--- src/sv/sdtq_pkg.sv ---
// Shared types and constants of the sorted deadline timer queue.
`timescale 1ns / 1ps
`default_nettype none

package sdtq_pkg;

   localparam int QUEUE_DEPTH = 16;
   localparam int MAX_RESULTS = 16;
   localparam int COUNT_W     = $clog2(QUEUE_DEPTH + 1);
   localparam int DUE_W       = $clog2(MAX_RESULTS + 1);

   localparam int TIME_W  = 32;
   localparam int DELAY_W = 16;
   localparam int TAG_W   = 8;

   typedef logic [1:0] status_type;
   localparam status_type STATUS_OK   = 2'd0;
   localparam status_type STATUS_FULL = 2'd1;
   localparam status_type STATUS_TICK = 2'd2;

   localparam logic FUNC_INSERT = 1'b0;
   localparam logic FUNC_TICK   = 1'b1;

   typedef enum logic [1:0] {
      CELL_HOLD,
      CELL_COMPARE,
      CELL_INSERT,
      CELL_POP
   } cell_op_type;

   typedef struct packed {
      logic               valid;
      logic [TIME_W-1:0]  expiry;
      logic [TAG_W-1:0]   tag;
      logic [DELAY_W-1:0] delay;
   } entry_type;

   typedef struct packed {
      cell_op_type        op;
      logic [TIME_W-1:0]  new_expiry;
      logic [TAG_W-1:0]   new_tag;
      logic [DELAY_W-1:0] new_delay;
   } cell_cmd_type;

endpackage

`default_nettype wire

--- src/sv/sorted_deadline_timer_queue.sv ---
// Top level of the sorted deadline timer queue: controller, time base and the chain of cells.
`timescale 1ns / 1ps
`default_nettype none

// The block keeps up to QUEUE_DEPTH alarms in a chain of cells, sorted by expiry time with the
// earliest at the head. An insert transaction (func 0) stores expiry = current time + delay
// ahead of every alarm that expires at the same time or later, and answers with one result
// (status 0, or status 1 when the queue is full and the alarm is dropped). A tick transaction
// (func 1) advances the time by one and reports every alarm now due, earliest first, one
// result per cycle while rsp_ready stays high, with last set on the final one; a tick with
// nothing due gives no result. At most MAX_RESULTS alarms fire per tick; the rest fire on
// the next tick. Time and expiry values wrap modulo 2^32 and compare over a half range.
// One transaction is in work at a time: an insert goes through accept, compare in every
// cell, then shift and answer; a tick pops the due alarms one by one through the head cell.
// A result consumer that holds rsp_ready low stalls both.

module sorted_deadline_timer_queue (
   input  wire logic                clock,
   input  wire logic                reset,
   input  wire logic                req_valid,
   output      logic                req_ready,
   input  wire logic                req_func,
   input  wire logic [15:0]         req_delay_ticks,
   input  wire logic [7:0]          req_alarm_tag,
   output      logic                rsp_valid,
   input  wire logic                rsp_ready,
   output      logic                rsp_fired,
   output      logic [7:0]          rsp_fired_tag,
   output      logic [15:0]         rsp_fired_delay,
   output      sdtq_pkg::status_type rsp_status,
   output      logic                rsp_last
);
   import sdtq_pkg::*;

   typedef enum logic [1:0] {
      ST_IDLE,
      ST_COMPARE,
      ST_INSERT,
      ST_POP
   } state_type;

   state_type          state_ff, state_in;
   logic [TIME_W-1:0]  now_ff, now_in;
   logic [TIME_W-1:0]  new_expiry_ff, new_expiry_in;
   logic [TAG_W-1:0]   new_tag_ff, new_tag_in;
   logic [DELAY_W-1:0] new_delay_ff, new_delay_in;
   logic [COUNT_W-1:0] count_ff, count_in;
   logic [DUE_W-1:0]   due_cnt_ff, due_cnt_in;

   logic               rsp_valid_ff, rsp_valid_in;
   logic               rsp_fired_ff, rsp_fired_in;
   logic [TAG_W-1:0]   rsp_tag_ff, rsp_tag_in;
   logic [DELAY_W-1:0] rsp_delay_ff, rsp_delay_in;
   status_type         rsp_status_ff, rsp_status_in;
   logic               rsp_last_ff, rsp_last_in;

   cell_cmd_type       cmd;
   entry_type          cell_entry [QUEUE_DEPTH];
   logic [QUEUE_DEPTH:0] take_chain;
   entry_type          empty_entry;

   logic               out_free;
   logic               full;
   logic               req_fire;
   logic [TIME_W-1:0]  head_age, next_age;
   logic               head_due, next_due;

   assign empty_entry = '0;
   assign out_free    = !rsp_valid_ff || rsp_ready;
   assign full        = (count_ff == COUNT_W'(QUEUE_DEPTH));
   assign req_ready   = (state_ff == ST_IDLE);
   assign req_fire    = req_valid && req_ready;

   // The head alarm is due once the current time is at or after its expiry. The second
   // entry tells whether the result that pops the head is the last one of this tick.
   assign head_age = now_ff - cell_entry[0].expiry;
   assign next_age = now_ff - cell_entry[1].expiry;
   assign head_due = cell_entry[0].valid && !head_age[TIME_W-1]
                     && (due_cnt_ff < DUE_W'(MAX_RESULTS));
   assign next_due = cell_entry[1].valid && !next_age[TIME_W-1]
                     && ((due_cnt_ff + 1'b1) < DUE_W'(MAX_RESULTS));

   // Command broadcast to every cell.
   always_comb begin
      cmd.op         = CELL_HOLD;
      cmd.new_expiry = new_expiry_ff;
      cmd.new_tag    = new_tag_ff;
      cmd.new_delay  = new_delay_ff;
      case (state_ff)
         ST_COMPARE: cmd.op = CELL_COMPARE;
         ST_INSERT:  if (out_free && !full) cmd.op = CELL_INSERT;
         ST_POP:     if (out_free && head_due) cmd.op = CELL_POP;
         default:    cmd.op = CELL_HOLD;
      endcase
   end

   // The insert position is found by a take flag that ripples from the head down the chain.
   assign take_chain[0] = 1'b0;

   for (genvar i = 0; i < QUEUE_DEPTH; i++) begin : g_cell
      entry_type left_e, right_e;
      if (i == 0) begin : g_head
         assign left_e = empty_entry;
      end else begin : g_body
         assign left_e = cell_entry[i-1];
      end
      if (i == QUEUE_DEPTH - 1) begin : g_tail
         assign right_e = empty_entry;
      end else begin : g_inner
         assign right_e = cell_entry[i+1];
      end
      sdtq_cell u_cell (
         .clock       (clock),
         .reset       (reset),
         .cmd         (cmd),
         .left_entry  (left_e),
         .right_entry (right_e),
         .take_before (take_chain[i]),
         .entry       (cell_entry[i]),
         .take_after  (take_chain[i+1])
      );
   end

   always_comb begin
      state_in      = state_ff;
      now_in        = now_ff;
      new_expiry_in = new_expiry_ff;
      new_tag_in    = new_tag_ff;
      new_delay_in  = new_delay_ff;
      count_in      = count_ff;
      due_cnt_in    = due_cnt_ff;
      rsp_valid_in  = rsp_valid_ff && !rsp_ready;
      rsp_fired_in  = rsp_fired_ff;
      rsp_tag_in    = rsp_tag_ff;
      rsp_delay_in  = rsp_delay_ff;
      rsp_status_in = rsp_status_ff;
      rsp_last_in   = rsp_last_ff;

      unique case (state_ff)
         ST_IDLE: begin
            if (req_fire) begin
               if (req_func == FUNC_TICK) begin
                  now_in     = now_ff + 1'b1;
                  due_cnt_in = '0;
                  state_in   = ST_POP;
               end else begin
                  new_expiry_in = now_ff + TIME_W'(req_delay_ticks);
                  new_tag_in    = req_alarm_tag;
                  new_delay_in  = req_delay_ticks;
                  state_in      = ST_COMPARE;
               end
            end
         end
         ST_COMPARE: begin
            state_in = ST_INSERT;
         end
         ST_INSERT: begin
            if (out_free) begin
               rsp_valid_in  = 1'b1;
               rsp_fired_in  = 1'b0;
               rsp_tag_in    = '0;
               rsp_delay_in  = '0;
               rsp_status_in = full ? STATUS_FULL : STATUS_OK;
               rsp_last_in   = 1'b1;
               if (!full) begin
                  count_in = count_ff + 1'b1;
               end
               state_in = ST_IDLE;
            end
         end
         ST_POP: begin
            if (!head_due) begin
               state_in = ST_IDLE;
            end else if (out_free) begin
               rsp_valid_in  = 1'b1;
               rsp_fired_in  = 1'b1;
               rsp_tag_in    = cell_entry[0].tag;
               rsp_delay_in  = cell_entry[0].delay;
               rsp_status_in = STATUS_TICK;
               rsp_last_in   = !next_due;
               count_in      = count_ff - 1'b1;
               due_cnt_in    = due_cnt_ff + 1'b1;
               if (!next_due) begin
                  state_in = ST_IDLE;
               end
            end
         end
         default: state_in = ST_IDLE;
      endcase
   end

   always_ff @(posedge clock) begin
      if (reset) begin
         state_ff     <= ST_IDLE;
         now_ff       <= '0;
         count_ff     <= '0;
         due_cnt_ff   <= '0;
         rsp_valid_ff <= 1'b0;
      end else begin
         state_ff     <= state_in;
         now_ff       <= now_in;
         count_ff     <= count_in;
         due_cnt_ff   <= due_cnt_in;
         rsp_valid_ff <= rsp_valid_in;
      end
      new_expiry_ff <= new_expiry_in;
      new_tag_ff    <= new_tag_in;
      new_delay_ff  <= new_delay_in;
      rsp_fired_ff  <= rsp_fired_in;
      rsp_tag_ff    <= rsp_tag_in;
      rsp_delay_ff  <= rsp_delay_in;
      rsp_status_ff <= rsp_status_in;
      rsp_last_ff   <= rsp_last_in;
   end

   assign rsp_valid       = rsp_valid_ff;
   assign rsp_fired       = rsp_fired_ff;
   assign rsp_fired_tag   = rsp_tag_ff;
   assign rsp_fired_delay = rsp_delay_ff;
   assign rsp_status      = rsp_status_ff;
   assign rsp_last        = rsp_last_ff;

endmodule

`default_nettype wire

--- src/sv/sdtq_cell.sv ---
// One slot of the sorted alarm chain: holds an entry and trades it with its neighbors.
`timescale 1ns / 1ps
`default_nettype none

module sdtq_cell (
   input  wire logic                  clock,
   input  wire logic                  reset,
   input  wire sdtq_pkg::cell_cmd_type cmd,
   input  wire sdtq_pkg::entry_type   left_entry,
   input  wire sdtq_pkg::entry_type   right_entry,
   input  wire logic                  take_before,
   output      sdtq_pkg::entry_type   entry,
   output      logic                  take_after
);
   import sdtq_pkg::*;

   entry_type         entry_ff, entry_in;
   logic              ge_ff, ge_in;
   logic [TIME_W-1:0] diff;

   // The stored alarm is at or after the new expiry when the wrapped difference is not negative.
   assign diff = entry_ff.expiry - cmd.new_expiry;

   always_comb begin
      entry_in = entry_ff;
      ge_in    = ge_ff;
      case (cmd.op)
         CELL_COMPARE: begin
            // An empty slot always takes the new alarm if no earlier slot did.
            ge_in = !entry_ff.valid || !diff[TIME_W-1];
         end
         CELL_INSERT: begin
            if (take_before) begin
               entry_in = left_entry;
            end else if (ge_ff) begin
               entry_in.valid  = 1'b1;
               entry_in.expiry = cmd.new_expiry;
               entry_in.tag    = cmd.new_tag;
               entry_in.delay  = cmd.new_delay;
            end
         end
         CELL_POP: begin
            entry_in = right_entry;
         end
         default: begin
         end
      endcase
   end

   always_ff @(posedge clock) begin
      if (reset) begin
         entry_ff.valid <= 1'b0;
      end else begin
         entry_ff.valid <= entry_in.valid;
      end
      entry_ff.expiry <= entry_in.expiry;
      entry_ff.tag    <= entry_in.tag;
      entry_ff.delay  <= entry_in.delay;
      ge_ff           <= ge_in;
   end

   assign entry      = entry_ff;
   assign take_after = take_before | ge_ff;

endmodule

`default_nettype wire
--- config.mk ---
export PLATFORM = sky130hd
export DESIGN_NAME = sorted_deadline_timer_queue
export DESIGN_NICKNAME = d
export VERILOG_FILES = /design/src/sv/sdtq_pkg.sv /design/src/sv/sorted_deadline_timer_queue.sv /design/src/sv/sdtq_cell.sv
export SDC_FILE = /design/constraint.sdc
export NUM_CORES = 2
export LEC_CHECK = 0
export BUFFER_PORTS_ARGS = -buffer_cell sky130_fd_sc_hd__buf_2
export CORE_UTILIZATION = 45
export DETAILED_ROUTE_END_ITERATION = 7
export GPL_TIMING_DRIVEN = 0
export SLEW_MARGIN = 5
export SYNTH_ARGS = -nofsm -noshare
export SYNTH_HDL_FRONTEND = slang
export SYNTH_SLANG_ARGS = --single-unit
export TNS_END_PERCENT = 5
--- constraint.sdc ---
create_clock -name clock -period 7.6 [get_ports clock]
set_input_delay 1.52 -clock clock [delete_from_list [all_inputs] [get_ports clock]]
set_output_delay 1.52 -clock clock [all_outputs]
set_load 0.03 [all_outputs]
==> metrics.csv <==
stage,metric,value,unit
setup_path,max incr delay on CP,1.05,ns
power,switching share of power,26.7,%
power,NetSw,3870,uW
finish,post-route insts no fill,8600,
sta,fin. max-slew vios,0,
global_route,grt total ovfl,0,
die,row cnt,137,
finish,Layout Nets,7218,
power,Sequential Power Share,50.0,%
global_route,largest net degree at the start of global routing,58,
logic_synthesis,Synth Net Count,7021,
route,DRT antenna net count,0,
clocking,Worst-path clk slew,0.06,ns
setup_path,crit path kind,reg -> reg,
setup_path,critical path required time,8.10,ns
logic_synthesis,"top cells by area, synth","edfxtp_1 47%, ha_1 11%, mux2i_1 7.8%",
place,routability cong.,0.928,
route,DR vias/cell,5.80,
clocking,CTS sink count,1057,
place,DP HPWL,166000,um
clocking,postcts setup bufs,0,
run,max_cap viols,0,
sta,RSZ-0062 raised after global routing,false,
sta,"Hold Vio Cnt, Final",0,
setup_path,crit path capture type,flop,
place,DP Cell Count,8383,
finish,"commonest non-fill, non-tap cell in the layout",nand2_1,
finish,"commonest cells after routing, fill and taps aside","1,175 x nand2_1, 996 x edfxtp_1, 597 x o21ai_0",
clocking,total CTS buffers,117,
sta,Min Hold Slack,0.490,ns
logic_synthesis,Synth area leader,edfxtp_1,
finish,share of cells above drive strength 1,5.91,%
sta,Tmin final,5.64,ns
route,drt total wl,206000,um
power,Clock power frac,38.9,%
power,worst vdd ir,0.203,mV
logic_synthesis,Mean Syn Cell Area,9.94,um^2
route,number of remaining DRC errors,0,
global_route,antenna violations before repair,1,
power,total power,14500,uW
logic_synthesis,most frequently used flop master after synthesis,edfxtp_1,
status,status,completed,
logic_synthesis,Synth Cell Area,63900,um^2
global_route,Total GRT Usage,28.4,%
route,detailed-route via count,49900,
setup_path,CP most frequent cell,clkbuf_1,
logic_synthesis,register area share after synthesis,48.7,%
clocking,Post-CTS Resized,0,
setup_path,Crit Path Max Fanout,35,
setup_path,element type at the critical path start,flop,
finish,synthesis-to-finish area growth,10.9,%
min_path,Hold WC Path Type,reg -> reg,
logic_synthesis,Gate Count Post-Synth,6429,
route,Detailed Route Iter0 Violations,5013,
setup_path,critical path's slowest cell,clkbuf_1,
setup_path,crit-path cells,"ha_1, and3_1, a221o_1, a31oi_1, o41ai_1, a22oi_2, a21o_1, clkbuf_1, clkbuf_1, nand2_2, buf_12",
global_route,number of global-route vias before repair,48500,
place,number of buffers added on ports,57,
sta,Max-slew headroom,5.93,%
clocking,CTS tree,done,
power,Gate power share,11.1,%
clocking,clk buf depth,3,
logic_synthesis,Post-synth EDFFs,996,
logic_synthesis,Yosys top cell area share,46.8,%
die,Core Area,140000,um^2
sta,Fmax,0.177,GHz
sta,Slew @ Worst Pin,1.41,ns
logic_synthesis,YS warnings,0,
die,Die Area,143000,um^2
clocking,cts hold-fix bufs,0,
logic_synthesis,Synth Register Bits,1057,
finish,filler cell count,13200,
sta,Final period util,74.3,%
global_route,global-route wire length before repair,303000,um
die,DIE WIDTH,379,um
die,height of the die,379,um
route,WL/cell,23.9,um
clocking,Clock Latency Late Sink,0.77,ns
logic_synthesis,"Distinct cells, synth",66,
clocking,root buffer cell,clkbuf_16,
logic_synthesis,post-synthesis async set-or-reset flop share,0,%
power,Power Density,205,nW/um^2
power,static leakage,0.0269,uW
die,Top Ports,59,
route,First-pass DRT Iterations,6,
power,Internal Power,10600,uW
setup_path,arrival time worst endpoint,6.14,ns
die,Starting Density,45.6,%
clocking,Clock H-tree levels,3,
sta,final setup vio count,0,
sta,clk_skew,0.0344,ns
-- state kept, by name, indices dropped and copies added (netlist names) --
| signal | flops |
|---|---|
| count_ff | 5 |
| state_ff | 2 |
| g_cell.u_cell.entry | 912 |
| rsp_fired | 1 |
| new_delay_ff | 16 |
| rsp_last | 1 |
| now_ff | 32 |
| g_cell.u_cell.ge_ff | 16 |
| rsp_status | 2 |
| rsp_fired_delay | 16 |
| new_tag_ff | 8 |
| rsp_fired_tag | 8 |
| due_cnt_ff | 5 |
| new_expiry_ff | 32 |
| rsp_valid | 1 |
-- cell usage after synthesis, drive strengths merged, types with 61 or more instances --
cell type,n
a31oi,92
nand4,105
edfxtp,996
nor2,442
o21ai,852
a21o,151
dfxtp,61
mux2i,495
a21oi,478
ha,561
clkbuf,289
buf,126
inv,94
nand2,1183
-- cells by family (layout without fill, tap and decap cells) --
logic type / count (synthesis) / in the layout / synth area share [%]
fa+ha+maj: 563 / 563 / 11.0
flops: 1057 / 1057 / 48.7
simple gates: 2022 / 2022 / 13.3
xor+xnor: 79 / 79 / 1.08
mux: 495 / 495 / 7.76
buf+inv: 539 / 832 / 3.63
other cells: 0 / 2 / 0
compound gates: 1674 / 1674 / 14.4
-- path summary, 6_finish.rpt --
| kind | from | end | slack (ns) | cells after the start |
|---|---|---|---|---|
| min | g_cell[11].u_cell.entry[56] | g_cell[10].u_cell.entry[56] | 0.49 | 2 |
| min reg2reg | g_cell[11].u_cell.entry[56] | g_cell[10].u_cell.entry[56] | 0.49 | 2 |
| max reg2reg | now_ff[4] | g_cell[8].u_cell.entry[19] | 1.96 | 11 |
| max | now_ff[4] | g_cell[8].u_cell.entry[19] | 1.96 | 11 |
-- through the flow --
| stage | setup slack, ns | util (%) | instance area, um^2 | setup TNS, ns |
|---|---|---|---|---|
| after floorplan | 0.959 | - | 63900 | 0 |
| after global placement | -2.73 | 47.4 | 66500 | -944.46 |
| after detailed placement | 2.31 | 47.9 | 67100 | 0 |
| after CTS | 2.25 | 50.5 | 70800 | 0 |
| after global routing | 1.95 | 50.5 | 70800 | 0 |
| final | 1.96 | 50.5 | 70800 | 0 |
-- power groups by stage --
stage | combinational [uW] | clock, uW | sequential [uW]
after floorplan | 1050 | 0 | 7280
after global placement | 1450 | 0 | 7420
after detailed placement | 1580 | 0 | 7350
after CTS | 1590 | 5690 | 7230
after global routing | 1790 | 5910 | 7280
final | 1610 | 5640 | 7250
-- cell type report --
class / instances / area, um^2 / share of cell area, %
antenna: 2 / 5.00 / 0.00706
buffer: 415 / 1860 / 2.62
clock buffer: 145 / 3090 / 4.37
clock inverter: 70 / 624 / 0.881
inverter: 124 / 465 / 0.657
multi-input combinational: 4833 / 30600 / 43.2
sequential: 1057 / 31100 / 43.9
tap: 1876 / 2350 / 3.31
timing repair buffer: 78 / 743 / 1.05
-- worst max-delay path, delay by kind of cell (launching register included) --
kind	cells	cell delay, ns
simple gates	2	0.88
flops	1	0.55
buf+inv	3	2.16
compound gates	5	1.41
fa+ha+maj	1	0.30
-- per-layer routing --
metal | GRT usage, % | share of wire, % | vias up
li1 | - | - | 23800
met1 | 40.6 | 45 | 23900
met2 | 43.4 | 43 | 1888
met3 | 4.82 | 8.1 | 294
met4 | 9.56 | 3.2 | 4
met5 | 0 | 0.013 | -
Note: power is estimated with default switching activity, not from simulation.
